### config.mk
export PLATFORM = sky130hd
export DESIGN_NAME = aarm_front
export DESIGN_NICKNAME = d
export VERILOG_FILES = /design/src/rtl/aarm_pkg.sv /design/src/rtl/aarm_front.sv
export SDC_FILE = /design/constraint.sdc
export NUM_CORES = 1
export LEC_CHECK = 0
export BUFFER_PORTS_ARGS = -buffer_cell sky130_fd_sc_hd__buf_2
export CAP_MARGIN = 0
export CORE_AREA = 5 5 237 239
export DETAILED_ROUTE_END_ITERATION = 6
export DIE_AREA = 0 0 242 244
export HOLD_SLACK_MARGIN = 0.08
export PLACE_DENSITY = 0.87
export SYNTH_ARGS = -nofsm -noshare
export SYNTH_HDL_FRONTEND = slang
export SYNTH_SLANG_ARGS = --single-unit
### constraint.sdc
create_clock -name clk -period 23.9 [get_ports clk]
set_input_delay 4.78 -clock clk [delete_from_list [all_inputs] [get_ports clk]]
set_output_delay 4.78 -clock clk [all_outputs]
set_load 0.03 [all_outputs]
### src/rtl/aarm_pkg.sv
// aarm_pkg: shared types, constants and helper functions for the
// axis-angle rotation matrix block. No dependencies.
package aarm_pkg;

  localparam int FRAC_BITS    = 16;
  localparam int WORK_FRAC    = 30;
  localparam int WIDEN_SHIFT  = WORK_FRAC - FRAC_BITS;
  localparam int REDUCE_STEPS = 5;
  localparam int ATAN_COUNT   = 24;

  localparam logic [37:0]        TWO_PI_U  = 38'd6746518852;
  localparam logic signed [34:0] TWO_PI_S  = 35'sd6746518852;
  localparam logic signed [34:0] PI_S      = 35'sd3373259426;
  localparam logic signed [34:0] HALF_PI_S = 35'sd1686629713;
  localparam logic signed [33:0] GAIN_W    = 34'sh026DD3B6A;

  localparam logic signed [17:0] AXIS_ONE  = 18'sd65536;
  localparam logic signed [19:0] ONE_C     = 20'sd65536;
  localparam logic signed [24:0] OUT_MAX   = 25'sd262143;
  localparam logic signed [24:0] OUT_MIN   = -25'sd262144;

  typedef logic signed [17:0] axis_t;
  typedef logic signed [33:0] cw_t;
  typedef logic signed [18:0] elem_t;

  typedef struct packed {
    cw_t   ang;
    logic  neg;
    axis_t ax;
    axis_t ay;
    axis_t az;
  } work_t;

  typedef struct packed {
    elem_t m00;
    elem_t m01;
    elem_t m02;
    elem_t m10;
    elem_t m11;
    elem_t m12;
    elem_t m20;
    elem_t m21;
    elem_t m22;
  } mat_t;

  function automatic axis_t clamp_axis(input axis_t v);
    axis_t r;
    if (v > AXIS_ONE) begin
      r = AXIS_ONE;
    end else if (v < -AXIS_ONE) begin
      r = -AXIS_ONE;
    end else begin
      r = v;
    end
    return r;
  endfunction

  function automatic cw_t atan_w(input logic [4:0] i);
    cw_t r;
    case (i)
      5'd0:    r = 34'sh03243F6A8;
      5'd1:    r = 34'sh01DAC6705;
      5'd2:    r = 34'sh00FADBAFC;
      5'd3:    r = 34'sh007F56EA6;
      5'd4:    r = 34'sh003FEAB76;
      5'd5:    r = 34'sh001FFD55B;
      5'd6:    r = 34'sh000FFFAAA;
      5'd7:    r = 34'sh0007FFF55;
      5'd8:    r = 34'sh0003FFFEA;
      5'd9:    r = 34'sh0001FFFFD;
      5'd10:   r = 34'sh0000FFFFF;
      5'd11:   r = 34'sh00007FFFF;
      5'd12:   r = 34'sh00003FFFF;
      5'd13:   r = 34'sh00001FFFF;
      5'd14:   r = 34'sh00000FFFF;
      5'd15:   r = 34'sh000007FFF;
      5'd16:   r = 34'sh000003FFF;
      5'd17:   r = 34'sh000001FFF;
      5'd18:   r = 34'sh000000FFF;
      5'd19:   r = 34'sh0000007FF;
      5'd20:   r = 34'sh0000003FF;
      5'd21:   r = 34'sh0000001FF;
      5'd22:   r = 34'sh0000000FF;
      5'd23:   r = 34'sh00000007F;
      default: r = 34'sh000000000;
    endcase
    return r;
  endfunction

endpackage

### src/rtl/aarm_front.sv
// aarm_front: accepts items, clamps the axis and reduces the angle into
// [-pi/2, pi/2] with a fold flag. Depends on aarm_pkg.
module aarm_front (
  input  logic                     clk,
  input  logic                     rst,
  input  logic                     in_valid,
  output logic                     in_ready,
  input  logic signed [23:0]       angle,
  input  aarm_pkg::axis_t          axis_x,
  input  aarm_pkg::axis_t          axis_y,
  input  aarm_pkg::axis_t          axis_z,
  output logic                     out_valid,
  input  logic                     out_full,
  output aarm_pkg::work_t          out_item
);

  localparam int NS = aarm_pkg::REDUCE_STEPS;

  logic                  adv;
  logic                  vv [0:NS];
  logic                  sg [0:NS];
  logic [37:0]           rr [0:NS];
  aarm_pkg::axis_t       xa [0:NS];
  aarm_pkg::axis_t       ya [0:NS];
  aarm_pkg::axis_t       za [0:NS];

  logic                  wv;
  logic signed [34:0]    wa;
  aarm_pkg::axis_t       wx;
  aarm_pkg::axis_t       wy;
  aarm_pkg::axis_t       wz;

  logic                  fv;
  aarm_pkg::work_t       fo;

  logic [23:0]           mag;
  logic signed [34:0]    a_s;
  logic signed [34:0]    a_w;
  logic signed [34:0]    a_f;
  logic                  f_neg;

  assign adv       = !(fv && out_full);
  assign in_ready  = adv;
  assign out_valid = fv;
  assign out_item  = fo;
  assign mag       = angle[23] ? 24'(-angle) : 24'(angle);

  always_ff @(posedge clk) begin
    if (rst) begin
      vv[0] <= 1'b0;
    end else if (adv) begin
      vv[0] <= in_valid;
    end
  end

  always_ff @(posedge clk) begin
    if (adv) begin
      sg[0] <= angle[23];
      rr[0] <= {mag, {aarm_pkg::WIDEN_SHIFT{1'b0}}};
      xa[0] <= aarm_pkg::clamp_axis(axis_x);
      ya[0] <= aarm_pkg::clamp_axis(axis_y);
      za[0] <= aarm_pkg::clamp_axis(axis_z);
    end
  end

  // restoring remainder by 2*pi, one quotient bit per stage
  for (genvar k = 0; k < NS; k++) begin : g_red
    localparam logic [37:0] SUB = aarm_pkg::TWO_PI_U << (NS - 1 - k);
    always_ff @(posedge clk) begin
      if (rst) begin
        vv[k+1] <= 1'b0;
      end else if (adv) begin
        vv[k+1] <= vv[k];
      end
    end
    always_ff @(posedge clk) begin
      if (adv) begin
        sg[k+1] <= sg[k];
        rr[k+1] <= (rr[k] >= SUB) ? rr[k] - SUB : rr[k];
        xa[k+1] <= xa[k];
        ya[k+1] <= ya[k];
        za[k+1] <= za[k];
      end
    end
  end

  always_comb begin
    a_s = $signed({1'b0, rr[NS][33:0]});
    if (sg[NS]) begin
      a_s = -a_s;
    end
    if (a_s >= aarm_pkg::PI_S) begin
      a_w = a_s - aarm_pkg::TWO_PI_S;
    end else if (a_s < -aarm_pkg::PI_S) begin
      a_w = a_s + aarm_pkg::TWO_PI_S;
    end else begin
      a_w = a_s;
    end
  end

  always_comb begin
    if (wa > aarm_pkg::HALF_PI_S) begin
      a_f   = wa - aarm_pkg::PI_S;
      f_neg = 1'b1;
    end else if (wa < -aarm_pkg::HALF_PI_S) begin
      a_f   = wa + aarm_pkg::PI_S;
      f_neg = 1'b1;
    end else begin
      a_f   = wa;
      f_neg = 1'b0;
    end
  end

  always_ff @(posedge clk) begin
    if (rst) begin
      wv <= 1'b0;
      fv <= 1'b0;
    end else if (adv) begin
      wv <= vv[NS];
      fv <= wv;
    end
  end

  always_ff @(posedge clk) begin
    if (adv) begin
      wa     <= a_w;
      wx     <= xa[NS];
      wy     <= ya[NS];
      wz     <= za[NS];
      fo.ang <= a_f[33:0];
      fo.neg <= f_neg;
      fo.ax  <= wx;
      fo.ay  <= wy;
      fo.az  <= wz;
    end
  end

endmodule

* Yosys cells after proc, flatten, opt, wreduce, memory -nomap -nowiden
Memory sizes are Yosys's and may differ from the RTL's. A register that Yosys moved wholly into a read port is not among the register bits.
Cells that the tools add are included.
** Word-level totals
- Flip-flop bits (word level) :: 125
- RAM bits :: 564
- Input bits :: 82
- Output and inout port bits :: 91
- Word-level logic and storage cells :: 83
- Memories :: 6
** Operators by class
- $add $sub $neg :: 11
- $lt $le $gt $ge :: 15
- Multiplexer cells :: 32
- Bitwise gates (word level) :: 6
- Reductions and logical operators :: 6
** Memory list
- rr :: words 6, bits a word 38, rd ports 6, clocked after Yosys merged registers in 0, wr ports 6, line aarm_front.sv:22 : logic [37:0] rr [0:NS];
- xa :: words 6, bits a word 18, rd ports 6, clocked after Yosys merged registers in 1, wr ports 6, line aarm_front.sv:23 : aarm_pkg::axis_t xa [0:NS];
- ya :: words 6, bits a word 18, rd ports 6, clocked after Yosys merged registers in 1, wr ports 6, line aarm_front.sv:24 : aarm_pkg::axis_t ya [0:NS];
- za :: words 6, bits a word 18, rd ports 6, clocked after Yosys merged registers in 1, wr ports 6, line aarm_front.sv:25 : aarm_pkg::axis_t za [0:NS];
- sg :: words 6, bits a word 1, rd ports 6, clocked after Yosys merged registers in 0, wr ports 6, line aarm_front.sv:21 : logic sg [0:NS];
- vv :: words 6, bits a word 1, rd ports 6, clocked after Yosys merged registers in 1, wr ports 6, line aarm_front.sv:20 : logic vv [0:NS];
** Operators by type and width (number)
- $mux 38 :: 5
- $mux 18 :: 9
- $mux 35 :: 3
- $mux 34 :: 2
- $gt 18x18->1 const B :: 3
- $lt 18x17->1 const B :: 3
- $ge 38x33->1 const B :: 1
- $ge 38x34->1 const B :: 1
- $ge 38x35->1 const B :: 1
- $ge 38x36->1 const B :: 1
- $ge 38x37->1 const B :: 1
- $sub 38x33->38 const B :: 1
- $sub 38x34->38 const B :: 1
- $sub 38x35->38 const B :: 1
- $sub 38x36->38 const B :: 1
- $sub 38x37->38 const B :: 1
- $add 35x34->35 const B :: 1
- $ge 35x33->1 const B :: 1
- $gt 35x32->1 const B :: 1
- $lt 35x32->1 const B :: 1
- $lt 35x33->1 const B :: 1
- $neg 34->35 :: 1
- $sub 35x34->35 const B :: 1
- $add 34x33->34 const B :: 1
- 7 further kinds :: 27

* Logic depth before layout (Yosys ltp)
An unclocked memory read counts as a cell.
- Depth after elaboration :: 6
- Gate-level depth with buffers :: 16
- Gate-level depth less buffers :: 14

* Worst setup path after synthesis
Ideal clock, no wire load.
- Path type :: input-to-output
- Start point :: input port out_full
- End point :: output port in_ready
- Arrival :: 19.394 ns
- Required time :: 19.120 ns
- Setup slack :: -0.274 ns
- Stages :: 1
- Buffers on the path :: 0
- Cells stage by stage :: nand2_1
** On the way
- Longest elaborated chain between the ends :: 2
** Ends and longest elaborated chain
- from (decl) :: line aarm_front.sv:13 : input logic out_full,
- $logic_and 1x1->1 :: line aarm_front.sv:42 : assign adv = !(fv && out_full);
- $logic_not 1->1 :: line aarm_front.sv:42
- to (decl) :: line aarm_front.sv:7 : output logic in_ready,
Every way passes these cells.

* Worst setup path after layout
Ends and elaborated chain as after synthesis.

==> flow_summary.ini <==
[outcome]
status = finished, final reports clean

[synthesis]
ys_types = 90
syn_nets = 2113
synthXorXnorAreaFrac = 0.0747
synth_ff_type = edfxtp_1
synthSimpleGateAreaFrac = 0.0999
muxShareOfSynthArea = 0.00286
syn_inst = 2013
avgSynthCellArea_um2 = 14.5
synth_top_family_by_area = simple AND/OR/NAND/NOR gates
yosysWarningCount = 0
ys_ff_latch = 695
synth-edff-count = 693
syn_area_um2 = 29300
synth_compound_area_frac = 0.0860
synthArstFlopShare = 0
synthAdderAreaFrac = 0.00770
seq_area_frac_synth = 0.712

[critical_path]
r2r_cells = 12
critPathMaxFanout = 119
reg2reg_slack_ps = 18480
crit_slowest_cell = nand2_8
arrival_ps = 5980
crit_cells = 3
path_buf_inv = 2
endpoint_kind = output pin
crit_family = simple AND/OR/NAND/NOR gates
path_common_cell = buf_2
critPathLaunch = out_full
crit_type = in -> out
cp.required_ps = 19120
slowest_delay_ps = 540
crit_path_end = in_ready
worstReg2RegEnd = wa[30]$_DFFE_PN_
timing.rr.start = rr[5][2]$_SDFFCE_PP0N_
path_cells = buf_2 > nand2_8 > buf_2
startpoint_type = primary input

[timing]
post-route-min-period_ps = 10760
setup_ws_ps = 13140
finalHoldViolCount = 0
setup_violations = 0
worst_pin_slew_ps = 1060
max-slew-margin-rel = 0.274
fin_tns_setup_ps = 0
timing.final.crit_share = 0.450
rsz0062_at_grt = no
slew_viol_final = 0
fmax_mhz = 93.0
skew_ps = 27.6

[global_routing]
overflow = 0
use_met2 = 0.348
grt_usage = 0.191
gr-max-usage-layer = met2
met3_usage = 0.0351
antenna_found_initial = 2
grt_pass1_vias = 17520
grt_max_degree = 120
grt_pass1_wl_um = 92400
grt_use_met1 = 0.232

[pwr]
p_leak_nw = 12.5
vdd_ir_drop_max_v = 0.0000777
power_density_nw_per_um2 = 122

[finish]
drive_above_1_share = 0.146
layout.nets = 2304
area_delta_synth_final_pct = 12.6
post-route-util = 0.615
seq_area_um2 = 20900
multi_input_area_um2 = 7960
num-fill-cells = 3735

[clocking]
root_buffer = clkbuf_16
cts_resized = 0
cts.htree.levels = 3
cts_tree = yes
clock_latency_ps = 620
path_clk_slew_ps = 60
cts_setup_buffers = 0
cts_sinks = 695
clk_path_buf_depth = 3
ctsHoldBuffers = 0
numCtsBuffers = 69

[routing]
ant_nets = 0
wl_per_cell_um = 19.4
num_vias = 17246
drc_errors = 0
drtIter0Drc = 1472
viasPerCell = 5.85
finalWirelength_um = 57200
drtPass1Iterations = 6

[floorplan]
die_w_um = 242
start_util = 0.546
core_area_um2 = 53600
dieHeight_um = 244
row_count = 85
dieArea_um2 = 59000
io-pin-count = 173

[job]
cap_violations = 0

[place]
place.port_buffers = 171
routabilityCongestion = 0.896
dpl.hpwl_um = 35600
dpl_worst_slack_ps = 13160

[worst_hold_path]
hold_path_class = reg -> reg
## worst reg2reg max path, delay by kind of cell, from the launching register on
kind            cells  cell delay (ps)
compound gates      4             1340
flops               1              530
fa+ha+maj           1              290
buf+inv             1              180
simple gates        4             2280
xor+xnor            2              610
## placed cells by master, fill, tap and decap left out, types with 36 or more instances in the layout
cell and n:
o21ai_0 82, nor3_1 47, nand2_1 119, a21oi_1 69
nand3_1 36, clkbuf_16 69, nor2_1 118, buf_2 171
edfxtp_1 693, xnor2_1 154, xor2_1 92, inv_1 46
and2_1 62
## cells in the mapped netlist (20+ instances only)
cell type,count,area share
a21oi_1,69,0.012
a31oi_1,23,0.0049
and2_1,62,0.013
clkbuf_1,49,0.0063
edfxtp_1,693,0.71
inv_1,46,0.0059
nand2_1,120,0.015
nand3_1,36,0.0062
nor2_1,118,0.015
nor3_1,47,0.0080
nor4_1,31,0.0066
o21ai_0,83,0.014
o31ai_1,21,0.0054
or3_1,20,0.0043
xnor2_1,154,0.046
xor2_1,92,0.028
## logic make-up after synthesis
group           count (synthesis)
compound gates                368
xor+xnor                      248
fa+ha+maj                      18
buf+inv                       114
flops                         695
mux                             8
other cells                     1
simple gates                  561
## metrics by stage
stage / hold WS, ps / std cells / area [µm²] / power [W]
floorplan: 400 / 2013 / 29300 / 0.00273
detailed placement: 405 / 2829 / 30800 / 0.00303
global placement: 401 / 2829 / 30800 / 0.00297
finish: 405 / 2948 / 32900 / 0.00403
global route: 419 / 2948 / 32900 / 0.00426
CTS: 405 / 2946 / 32900 / 0.00405
## layout make-up
| cell class | count | share of cell area |
|---|---|---|
| sequential | 695 | 0.633 |
| multi-input combinational | 1204 | 0.242 |
| clock buffer | 84 | 0.0541 |
| timing repair buffer | 186 | 0.0294 |
| tap | 696 | 0.0264 |
| clock inverter | 33 | 0.00995 |
| inverter | 48 | 0.00547 |
| antenna | 2 | 0.000152 |
## registers in the layout, indices dropped and copies added, names as in the netlist, 33 cells and up
name,flops
out_item,87
rr,183
wa,33
xa,108
ya,108
za,108
## metal layers
metal | vias to the layer above | routed length [µm]
li1 | 8019 | -
met1 | 8398 | 21900
met2 | 700 | 30000
met3 | 129 | 3710
met4 | 0 | 1570
met5 | - | 0
## how the worst min path moves through the flow
stage	from	end	slack, ps	cells after the start
finish	za[2][8]$_DFFE_PN_	za[3][8]$_DFFE_PN_	410	0
CTS	za[2][8]$_DFFE_PN_	za[3][8]$_DFFE_PN_	400	0
global route	ya[5][15]$_DFFE_PN_	wy[15]$_DFFE_PN_	420	0
global placement	xa[2][5]$_DFFE_PN_	xa[3][5]$_DFFE_PN_	400	0
detailed placement	wz[13]$_DFFE_PN_	out_item[13]$_DFFE_PN_	400	0
floorplan	wz[0]$_DFFE_PN_	out_item[0]$_DFFE_PN_	400	0
## where the power goes
group / total [W] / switching, W / internal (W)
clock network: 0.00101 / 0.000453 / 0.000562
logic: 0.00110 / 0.000658 / 0.000446
registers: 0.00192 / 0.000228 / 0.00169
(Power assumes the default switching activity.)
