## src/rtl/aarm_fifo.sv

```systemverilog
// aarm_fifo: small register queue with push/full and pop/empty sides.
// Depends on nothing; DEPTH must be a power of two.
module aarm_fifo #(
  parameter int WIDTH = 8,
  parameter int DEPTH = 4
) (
  input  logic             clk,
  input  logic             rst,
  input  logic             push,
  output logic             full,
  input  logic [WIDTH-1:0] din,
  input  logic             pop,
  output logic             empty,
  output logic [WIDTH-1:0] dout
);

  localparam int AW = $clog2(DEPTH);

  logic [WIDTH-1:0] mem [0:DEPTH-1];
  logic [AW-1:0]    wp;
  logic [AW-1:0]    rp;
  logic [AW:0]      cnt;
  logic             do_push;
  logic             do_pop;

  assign full    = (cnt == (AW+1)'(DEPTH));
  assign empty   = (cnt == '0);
  assign do_push = push && !full;
  assign do_pop  = pop && !empty;
  assign dout    = mem[rp];

  always_ff @(posedge clk) begin
    if (do_push) begin
      mem[wp] <= din;
    end
  end

  always_ff @(posedge clk) begin
    if (rst) begin
      wp  <= '0;
      rp  <= '0;
      cnt <= '0;
    end else begin
      if (do_push) begin
        wp <= wp + 1'b1;
      end
      if (do_pop) begin
        rp <= rp + 1'b1;
      end
      case ({do_push, do_pop})
        2'b10:   cnt <= cnt + 1'b1;
        2'b01:   cnt <= cnt - 1'b1;
        default: cnt <= cnt;
      endcase
    end
  end

  a_cnt_bound: assert property (@(posedge clk) disable iff (rst)
    cnt <= (AW+1)'(DEPTH)) else $error("queue count over depth");
  a_cnt_up: assert property (@(posedge clk) disable iff (rst)
    (do_push && !do_pop) |=> (cnt == $past(cnt) + 1'b1)) else $error("push lost");
  a_cnt_down: assert property (@(posedge clk) disable iff (rst)
    (do_pop && !do_push) |=> (cnt == $past(cnt) - 1'b1)) else $error("pop lost");

endmodule

```

## config.mk

```make
export PLATFORM = sky130hd
export DESIGN_NAME = aarm_fifo
export DESIGN_NICKNAME = d
export VERILOG_FILES = /design/src/rtl/aarm_fifo.sv
export SDC_FILE = /design/constraint.sdc
export NUM_CORES = 1
export LEC_CHECK = 0
export BUFFER_PORTS_ARGS = -buffer_cell sky130_fd_sc_hd__clkbuf_2
export CAP_MARGIN = 40
export CORE_UTILIZATION = 59
export DETAILED_ROUTE_END_ITERATION = 7
export HOLD_SLACK_MARGIN = 0.1
export PLACE_DENSITY_LB_ADDON = 0.12
export SLEW_MARGIN = 40
export SYNTH_ARGS = -nofsm -noshare
export SYNTH_HDL_FRONTEND = slang
export SYNTH_SLANG_ARGS = --single-unit
```

## constraint.sdc

```tcl
create_clock -name clk -period 3.7 [get_ports clk]
set_input_delay 0.555 -clock clk [delete_from_list [all_inputs] [get_ports clk]]
set_output_delay 0.555 -clock clk [all_outputs]
set_load 0.05 [all_outputs]
```

## Word level (Yosys, flattened, before mapping)

Memories as Yosys holds them, arrays and structs flattened. A register that Yosys moved wholly into a read port is not among the register bits.
Cells that the tools add are included.
W data, S select, Z words.

- Add/subtract/negate cells: 4
- $mul: 0
- Divide/modulo/power cells: 0
- Order comparisons: 0
- Equality and inequality tests: 3
- Shift-type cells: 0
- Multiplexer cells: 5
- Bitwise gates (word level): 0
- Reductions and logical operators: 6

Operator list:

| operator | count |
|---|---|
| $pmux W3 S2 | 1 |
| $add A2 B1 Y2 const B | 2 |
| $mux W2 | 2 |
| $add A3 B1 Y3 const B | 1 |
| $eq A3 B3 Y1 const B | 1 |
| $logic_not A3 Y1 | 1 |
| $sub A3 B1 Y3 const B | 1 |
| $eq A2 B1 Y1 const B | 1 |
| $eq A2 B2 Y1 const B | 1 |
| $logic_and A1 B1 Y1 | 2 |
| $logic_not A1 Y1 | 2 |
| $mux W1 | 2 |
| $reduce_bool A2 Y1 | 1 |

- Flip-flop bits (word level): 7
- Latch bits: 0
- Bits in writable memories: 32
- Bits in read-only memories: 0
- Input port bits: 12
- Output and inout bits: 10
- Logic and storage cells: 22
- Memories: 1

Memory list:

| name | words | bits a word | read ports | clocked after memory_dff | wr ports | line | RTL |
|---|---|---|---|---|---|---|---|
| mem | 4 | 8 | 1 | 1 | 1 | 19 | `logic [WIDTH-1:0] mem [0:DEPTH-1];` |

## Longest topological paths before layout

Gate-level depths: netlist (run 1).

- Word-level depth: 5
- Gate-level depth with buffers: 9
- Depth with buffers taken out: 9

## Worst setup path after synthesis (run 1)

Ideal clock, no wire load.

- Kind: reg2reg
- Start point: register cnt[2]
- End point: register cnt[2]
- Library setup time: 70 ps
- Arrival time: 2581 ps
- Required time: 3630 ps
- Setup slack: 1049 ps
- Cell stages (with the launch flop): 10
- Path buffers: 0
- Clock period less this slack: 2651 ps
- Cells stage by stage: dfxtp_1 nor3b_2 nor2_1 inv_1 ha_1 inv_1 fa_1 xor2_1 or3_1 a21oi_1

- Longest elaborated chain between the ends: 5
- Elaborated cells between the ends (all ways): 12
- Those cells by class: add/sub (2); eq/ne (3); mux (1); reduce/logical (6)

Ends and longest elaborated chain:

| what | line | RTL |
|---|---|---|
| start: declaration | 22 | `logic [AW:0] cnt;` |
| start signal: assignment | 51 | `2'b10: cnt <= cnt + 1'b1;` |
| start signal: assignment | 52 | `2'b01: cnt <= cnt - 1'b1;` |
| start signal: assignment | 53 | `default: cnt <= cnt;` |
| $eq A3 B3 Y1 (*) | 26 | `assign full = (cnt == (AW+1)'(DEPTH));` |
| net full | 10 | `output logic full,` |
| $logic_not A1 Y1 (*) | 28 | `assign do_push = push && !full;` |
| $logic_and A1 B1 Y1 (*) | 28 |  |
| $eq A2 B1 Y1 or $eq A2 B2 Y1 (tied branches) | 50 | `case ({do_push, do_pop})` |
| $pmux W3 S2 or $reduce_bool A2 Y1 (tied branches) | n/a |  |

Mark *: on every way through the listed nets, which the timed path passes. The rest lies on a longest branch.
A chain may end at the register's enable or synchronous reset.

==> impl_metrics.toml, run 1 <==
[status]
outcome = "finished clean"

[logic_synthesis]
synth_compound_area_frac = 0.02907
synthMuxAreaShare = 0.1163
ys.warnings.count = 0
synth_edf_count = 32
ys_seq_area_frac = 0.6978
ys.flop_type = "edfxtp_1"
synthAdderAreaFrac = 0.05050
synth_xor_area_frac = 0.01607
netlist_area_um2 = 1635
synth.area.top_cells = "edfxtp_1 59%, dfxtp_1 11%, mux4_2 11%, ha_1 3.8%, inv_1 1.8%"
synth-simple-area-share = 0.06427
synth_cell_types = 20
synth_area_per_cell_um2 = 17.03
synth_top_family_by_area = "multiplexers"
netlist_top_cells_count = "32 x edfxtp_1, 9 x dfxtp_1, 8 x inv_1, 8 x mux4_2, 6 x nor2_1"
synth-seq-cells = 41
synth_cells = 96
yosysMostFrequentCell = "edfxtp_1"
yosysTopAreaCellShare = 0.5876
yosys.area.top_type = "edfxtp_1"
async_reset_ff_frac = 0
syn_nets = 114

[global_routing]
grt_max_degree = 14
track_usage = 0.2000
grt_pass1_wl_um = 3767
antenna_found_initial = 0
grt.overflow.total = 0
grt_pass1_vias = 856

[power_and_ir_drop]
ir_drop_mv = 0.6432
p_int_uw = 861.5
p_sw_uw = 488.9
combPwrFrac = 0.326
p_per_area_nw_per_um2 = 726.8
switching_share = 0.3620
p_leak_nw = 0.6859
clkPwrFrac = 0.218
power_frac_seq = 0.457

[final_layout]
layout-drive-gt1-share = 0.3279
nFillCells = 169
n_antenna_cell = 0
final_cells = 152
fin_nets = 139
area_growth_pct = 13.62

[cts]
clock_latency_ns = 0.34
ctsResizeCount = 0
cts_root_buffer = "clkbuf_4"
clk_pin_slew_ns = 0.11
cts_setup_buffers = 0
cts_buffers = 5
htree_levels = 2
clk_path_buf_depth = 2
cts_tree = "done"
postCtsHoldBufs = 0
clock_sinks = 41

[setup_path]
start_kind = "flip-flop"
slowest_stage = "dfxtp_1"
arrival_ns = 1.85
max_stage_delay_ns = 0.67
path_max_fanout = 8
path_cells = "mux4_2, clkbuf_2"
end_kind = "primary output"
crit_required_ns = 3.14
path_class = "flip-flop to primary output"

[timing]
fin_setup_tns_ns = 0
worstMarginPinSlew_ns = 0.5194
slew_viol_final = 0
fin_crit_ns = 2.404
finalHoldViolations = 0
setup_viol = 0
period_share = 0.6496
skew_ns = 0.005347
fmax_ghz = 0.4160
slew_headroom = 0.6533
grt_setup_unrepaired = "false"

[routing]
drt_iter0_drc = 20
via_count = 836
vias_per_cell = 5.500
drcViolationCount = 0
drt-pass1-iter-count = 4
ant_nets = 0
routed_wl_um = 2363
wl_per_cell_um = 15.55

[floorplan]
die_y_um = 54.65
ios = 22
row_count = 18
initial_core_util = 0.6426
die_area_um2 = 2986
die_width_um = 54.65
coreArea_um2 = 2545

[worst_hold_path]
hold_path_class = "input port to flip-flop"

[placed_design]
portBuffers = 21
dp.cells = 144
place_congestion = 0.7005
place_hpwl_um = 1713

[job]
cap_violations = 0
layout by cell type, fill, tap and decap left out:
cell type | Yosys | layout
o21ai_0 | 3 | 3
xor2_1 | 3 | 3
edfxtp_1 | 32 | 32
mux2i_1 | 1 | 1
nor3_2 | 1 | 1
and2_1 | 4 | 4
nor3b_2 | 1 | 1
clkbuf_16 | 0 | 2
nand2_1 | 1 | 1
clkbuf_2 | 0 | 21
nor2_1 | 6 | 6
mux4_2 | 8 | 8
clkinv_2 | 0 | 1
ha_1 | 5 | 5
or3_1 | 3 | 3
clkbuf_4 | 0 | 5
o31ai_2 | 1 | 1
dfxtp_1 | 9 | 9
nand2b_1 | 2 | 2
fa_1 | 1 | 1
inv_1 | 8 | 8
a21oi_1 | 4 | 4
path summary, 6_finish.rpt:
check	end	startpoint	depth (start not counted)	slack (ns)
worst max-delay path	dout[5]	flip-flop	2	1.30
worst min register to register	wp[1]	wp[1]	2	0.52
worst min-delay path	mem[1][5]	din[5]	1	0.42
worst max register to register	cnt[2]	cnt[2]	9	1.50
cell families (layout without fill, tap and decap cells):
logic type | count (synthesis) | count (layout)
DFF | 41 | 41
and+or+nand+nor | 18 | 18
buffers and inverters | 11 | 37
muxes | 9 | 9
AOI/OAI and AO/OA | 8 | 8
adders and majority gates | 6 | 6
xor gates and xnor gates | 3 | 3
metal layers:
metal	routed length (um)	global-route usage	vias to the layer above
met5	0	0	-
met4	53	0.1068	0
met3	105	0.09167	5
met2	1237	0.3233	21
met1	967	0.2168	406
li1	-	-	404
worst max-delay path: cells and delay by family (launching register included):
kind / cells / cell delay [ns]
buf+inv: 1 / 0.25
flops: 1 / 0.67
mux: 1 / 0.58
per-stage QoR:
step	hold slack [ns]	instance area (um^2)	util	total power, mW	setup WS (ns)
final	0.4153	1858	0.7301	1.350	1.296
after floorplan	0.4591	1635	-	0.9798	1.049
after detailed placement	0.5096	1765	0.6937	1.073	1.537
after global placement	0.4771	1765	0.6937	1.059	1.606
after CTS	0.4002	1858	0.7301	1.363	1.235
after global routing	0.3991	1858	0.7301	1.426	1.162
state kept, by name (all words and copies together), names as in the netlist, named ones only:
signal and flops:
mem 32, wp 2, cnt 3, rp 2
area by class of cell:
type / instances / area, um^2 / area share
tap: 30 / 37.54 / 0.02020
sequential: 41 / 1141 / 0.6141
inverter: 8 / 30.03 / 0.01616
clock buffer: 7 / 87.58 / 0.04714
multi-input combinational: 44 / 451.7 / 0.2431
clock inverter: 1 / 5.005 / 0.002694
timing repair buffer: 21 / 105.1 / 0.05657
power groups by stage:
stage / combinational, mW / clock [mW] / sequential (mW)
global route: 0.476 / 0.322 / 0.628
detailed placement: 0.442 / 0 / 0.631
global placement: 0.432 / 0 / 0.626
finish: 0.440 / 0.294 / 0.617
CTS: 0.443 / 0.300 / 0.620
floorplan: 0.388 / 0 / 0.592
No activity file was read; power rests on OpenSTA's default activity.
==> run 2, diff against run 1 <==
--- a/config.mk
+++ b/config.mk
@@ -7,7 +7,7 @@
 export LEC_CHECK = 0
 export BUFFER_PORTS_ARGS = -buffer_cell sky130_fd_sc_hd__clkbuf_2
 export CAP_MARGIN = 40
-export CORE_UTILIZATION = 59
+export CORE_UTILIZATION = 50
 export DETAILED_ROUTE_END_ITERATION = 7
 export HOLD_SLACK_MARGIN = 0.1
 export PLACE_DENSITY_LB_ADDON = 0.12
==> constraint.sdc (replaced) <==
create_clock -name clk -period 2.1 [get_ports clk]
set_input_delay 0.315 -clock clk [delete_from_list [all_inputs] [get_ports clk]]
set_output_delay 0.315 -clock clk [all_outputs]
set_load 0.05 [all_outputs]
==> run 2 against run 1 <==
  * Core utilization fell by 12 points
  * Critical endpoint is now cnt[2]
  * Largest power group unchanged
  * Combinational power rose by 92%
  * Total power rose by 76%
  * Worst hold slack got worse by 0.22 ns
  * Die area rose by 17%
  * Via count did not move
  * Count of clock-buffer cells in the layout fell by 1
  * Sequential share of layout area fell by 0.56 points
  * Critical path type is now flip-flop to flip-flop
  * Flip-flop and latch count did not move
  * Design area rose by 1.5%
==> impl_metrics.toml, run 2 (synthesis gave the netlist of run 1 again) <==
[cts]
clk_pin_slew_ns = 0.11
cts_setup_buffers = 0
clock_sinks = 41
clock_latency_ns = 0.34
cts_root_buffer = "clkbuf_4"
htree_levels = 2
cts_tree = "done"
cts_buffers = 5
clk_path_buf_depth = 2

[setup_path]
start_kind = "flip-flop"
path_cells = "nor3b_4, nor2_2, inv_1, ha_2, inv_2, fa_2, xor2_1, or3_1, a21oi_1"
slowest_stage = "dfxtp_2"
reg2reg_slack_ns = 0.12
arrival_ns = 2.25
end_kind = "flip-flop"
path_class = "flip-flop to flip-flop"
path_max_fanout = 6
max_stage_delay_ns = 0.38
crit_required_ns = 2.37

[timing]
fin_setup_tns_ns = 0
finalHoldViolations = 0
grt_setup_unrepaired = "false"
slew_viol_final = 0
period_share = 0.9440
setup_viol = 0
fin_ws_ns = 0.1177
skew_ns = 0.003515
worstMarginPinSlew_ns = 0.4342
fin_crit_ns = 1.982
fmax_ghz = 0.5045
slew_headroom = 0.7105

[power_and_ir_drop]
p_per_area_nw_per_um2 = 1261
ir_drop_mv = 0.7076
design_power_total_mw = 2.378
p_leak_nw = 0.6794

[floorplan]
die_area_um2 = 3503
die_y_um = 59.19
coreArea_um2 = 3078
die_width_um = 59.19
ios = 22
row_count = 20
initial_core_util = 0.5313

[global_routing]
antenna_found_initial = 0
track_usage = 0.1577
grt_max_degree = 13
grt_pass1_wl_um = 3712
grt_pass1_vias = 820
grt.overflow.total = 0

[routing]
via_count = 836
routed_wl_um = 2295
drcViolationCount = 0
wl_per_cell_um = 13.74
vias_per_cell = 5.006
drt_iter0_drc = 28
ant_nets = 0
drt-pass1-iter-count = 4

[final_layout]
fin_nets = 140
top_register = "mem"
reg.largest.list = "mem x32, cnt x3"
layout-drive-gt1-share = 0.3740
largest_reg_flops = 32
final_cells = 167
n_antenna_cell = 0
area_growth_pct = 15.30
final_cell_area_um2 = 1886
layout_commonest_cell = "edfxtp_1"
final_cell_mix = "32 x edfxtp_1, 21 x clkbuf_2, 8 x mux4_2"

[placed_design]
place_area_um2 = 1808
portBuffers = 21
dp.cells = 159
place_hpwl_um = 1589
dp_slack_ns = 0.1135
place_congestion = 0.6185

[worst_hold_path]
hold_path_class = "input port to flip-flop"

[status]
outcome = "finished clean"

[job]
cap_violations = 0
## run 2: power breakdown
| part | total [mW] | switching, mW | leakage (nW) | internal [mW] |
|---|---|---|---|---|
| Combinational | 0.844 | 0.556 | 0.271 | 0.288 |
| Sequential | 1.06 | 0.0701 | 0.369 | 0.987 |
| Clock | 0.477 | 0.229 | 0.0399 | 0.248 |
| Total | 2.38 | 0.855 | 0.679 | 1.52 |
## run 2: repair_timing
item                       4_1_cts  5_1_grt
gates resized for setup          0        1
hold buffers                     0        0
setup endpoints to repair        0        1
## run 2: routing by layer
metal	global-route usage	vias up	wire length, um
met5	0	-	0
met4	0.1020	0	88
met3	0.06114	11	132
met2	0.2327	24	1050
met1	0.1932	393	1024
li1	-	408	-
## run 2: worst paths after layout
path / cells past startpoint / endpoint / startpoint
worst min register to register: 2 / rp[1] / rp[1]
worst max register to register: 9 / cnt[2] / cnt[0]
worst min-delay path: 1 / mem[2][6] / din[6]
worst max-delay path: 9 / cnt[2] / cnt[0]
## run 2: cell type report
| type | count | area (um^2) |
|---|---|---|
| Sequential cell | 41 | 1147 |
| Clock inverter | 2 | 33.78 |
| Fill cell | 254 | 1192 |
| Clock buffer | 6 | 41.29 |
| Tap cell | 44 | 55.05 |
| Multi-Input combinational cell | 44 | 465.4 |
| Inverter | 8 | 30.03 |
| Timing Repair Buffer | 22 | 112.6 |
## run 2: critical path: cells and delay by family (launching register included)
kind / cells / cell delay (ns)
flops: 1 / 0.38
simple gates: 3 / 0.65
buf+inv: 2 / 0.10
xor+xnor: 1 / 0.15
compound gates: 1 / 0.12
fa+ha+maj: 2 / 0.51
## run 2: through the flow
step | util | hold WS, ns
after floorplan | - | 0.4139
after global placement | 0.5874 | 0.4791
after detailed placement | 0.5874 | 0.4879
after CTS | 0.6118 | 0.1764
after global routing | 0.6126 | 0.1755
final | 0.6126 | 0.1923
==> run 3, diff against run 2 <==
--- a/config.mk
+++ b/config.mk
@@ -7,7 +7,7 @@
 export LEC_CHECK = 0
 export BUFFER_PORTS_ARGS = -buffer_cell sky130_fd_sc_hd__clkbuf_2
 export CAP_MARGIN = 40
-export CORE_UTILIZATION = 50
+export CORE_UTILIZATION = 36
 export DETAILED_ROUTE_END_ITERATION = 7
 export HOLD_SLACK_MARGIN = 0.1
 export PLACE_DENSITY_LB_ADDON = 0.12
==> run 3 against run 2 <==
  * Fmax fell by 0.82%
  * Total power rose by 2.5%
  * Setup slack got worse by 0.016 ns
  * Sequential share of layout area fell by 1.6 points
  * Highest routed layer unchanged
==> impl_metrics.toml, run 3 (synthesis gave the netlist of run 1 again) <==
[status]
outcome = "finished clean"

[setup_path]
path_class = "flip-flop to flip-flop"
reg2reg_slack_ns = 0.10
max_stage_delay_ns = 0.38
critPathCapture = "cnt[2]"
reg2reg_to = "cnt[2]"
arrival_ns = 2.22
critPathMostFrequentCell = "inv_2"
cp.depth = 9
r2r-start = "cnt[1]"
cp_num_buf_inv = 2
start_kind = "flip-flop"
path_max_fanout = 6
end_kind = "flip-flop"
startpoint = "cnt[1]"
worstRegToRegCells = 9
path_cells = "nor3b_4, nor2_4, inv_2, ha_4, inv_2, fa_2, xor2_1, or3_1, a21oi_1"
path_delay_family = "simple AND/OR/NAND/NOR gates"
slowest_stage = "dfxtp_4"
crit_required_ns = 2.32

[worst_hold_path]
hold_path_class = "input port to flip-flop"

[placed_design]
place_hpwl_um = 1743
dp.cells = 167
portBuffers = 21
place_congestion = 0.7318

[cts]
clk_pin_slew_ns = 0.08
clock_latency_ns = 0.29
clock_sinks = 41
htree_levels = 2
cts_buffers = 5
cts_root_buffer = "clkbuf_8"
cts_tree = "done"
clk_path_buf_depth = 2

[final_layout]
fin_util = 0.4454
reg.largest.list = "mem x32, cnt x3"
final_cell_mix = "32 x edfxtp_1, 21 x clkbuf_2, 8 x mux4_2"
layout-drive-gt1-share = 0.4080
top_register = "mem"
n_antenna_cell = 0
area_growth_pct = 18.59
final_cells = 177
largest_reg_flops = 32
layout_commonest_cell = "edfxtp_1"
fin_nets = 142

[power_and_ir_drop]
p_per_area_nw_per_um2 = 1257
p_leak_nw = 0.6960
ir_drop_mv = 0.5051

[floorplan]
ios = 22
die_y_um = 69.40
die_area_um2 = 4816
initial_core_util = 0.3756
coreArea_um2 = 4354
row_count = 24
die_width_um = 69.40

[timing]
fin_setup_tns_ns = 0
fmax_ghz = 0.5003
finalHoldViolations = 0
skew_ns = 0.006818
period_share = 0.9518
slew_viol_final = 0
fin_crit_ns = 1.999
setup_viol = 0
worstMarginPinSlew_ns = 0.4710
slew_headroom = 0.6860

[routing]
vias_per_cell = 4.684
drt-pass1-iter-count = 3
drt_iter0_drc = 38
wl_per_cell_um = 14.24
routed_wl_um = 2520
via_count = 829
drcViolationCount = 0
ant_nets = 0

[global_routing]
grt_pass1_vias = 902
track_usage = 0.1213
grt_max_degree = 14
grt_pass1_wl_um = 4243
grt.overflow.total = 0
antenna_found_initial = 0

[job]
cap_violations = 0
[run 3: changes by cell type in the layout (fill, tap and decap cells not counted), moves of 2 or more]
cell / previous run / this run
clkbuf_4: 5 / 0
clkbuf_8: 0 / 5
buf_4: 1 / 3
clkinv_2: 0 / 2
[run 3: routing by layer]
metal | GRT usage | wire, um | up-vias
met5 | 0 | 0 | -
met4 | 0.06122 | 43 | 0
met3 | 0.04506 | 104 | 4
met2 | 0.2168 | 1370 | 17
met1 | 0.1224 | 1001 | 403
li1 | - | - | 405
[run 3: cell type report]
class	instances	area (um^2)
clock buffer	5	68.82
clock inverter	3	17.52
fill	399	2415
inverter	8	30.03
multi-input combinational	44	480.5
sequential	41	1150
tap	52	65.06
timing repair buffer	24	127.6
[run 3: power by group]
group / leakage [nW] / total [mW] / switching (mW) / internal [mW]
logic: 0.283 / 0.893 / 0.578 / 0.315
registers: 0.369 / 1.05 / 0.0657 / 0.989
clock network: 0.0439 / 0.491 / 0.262 / 0.229
total: 0.696 / 2.44 / 0.905 / 1.53
[run 3: stage by stage]
stage	setup WS (ns)	hold slack (ns)	power [mW]	area [um^2]
2_1_floorplan	-0.1833	0.4139	1.749	1653
3_3_place_gp	0.1495	0.4744	1.919	1818
3_5_place_dp	0.1053	0.4975	1.934	1818
4_1_cts	0.06542	0.2319	2.430	1904
5_1_grt	-0.02862	0.2343	2.574	1939
6_report	0.1012	0.2422	2.438	1939
[run 3: worst min path at each step]
stage,slack (ns),depth (start not counted),endpoint,from
final,0.24,1,mem[3][1],din[1]
after global routing,0.23,1,mem[3][1],din[1]
after CTS,0.23,1,mem[3][1],din[1]
after detailed placement,0.50,2,flip-flop,rp[1]
after global placement,0.47,2,rp[1],rp[1]
after floorplan,0.41,0,mem[0][0],din[0]
[run 3: repair_timing]
item | in CTS | in global routing
setup buffers | 0 | 2
hold buffers | 0 | 0
setup endpoints to repair | 0 | 1
gates resized for setup | 0 | 5
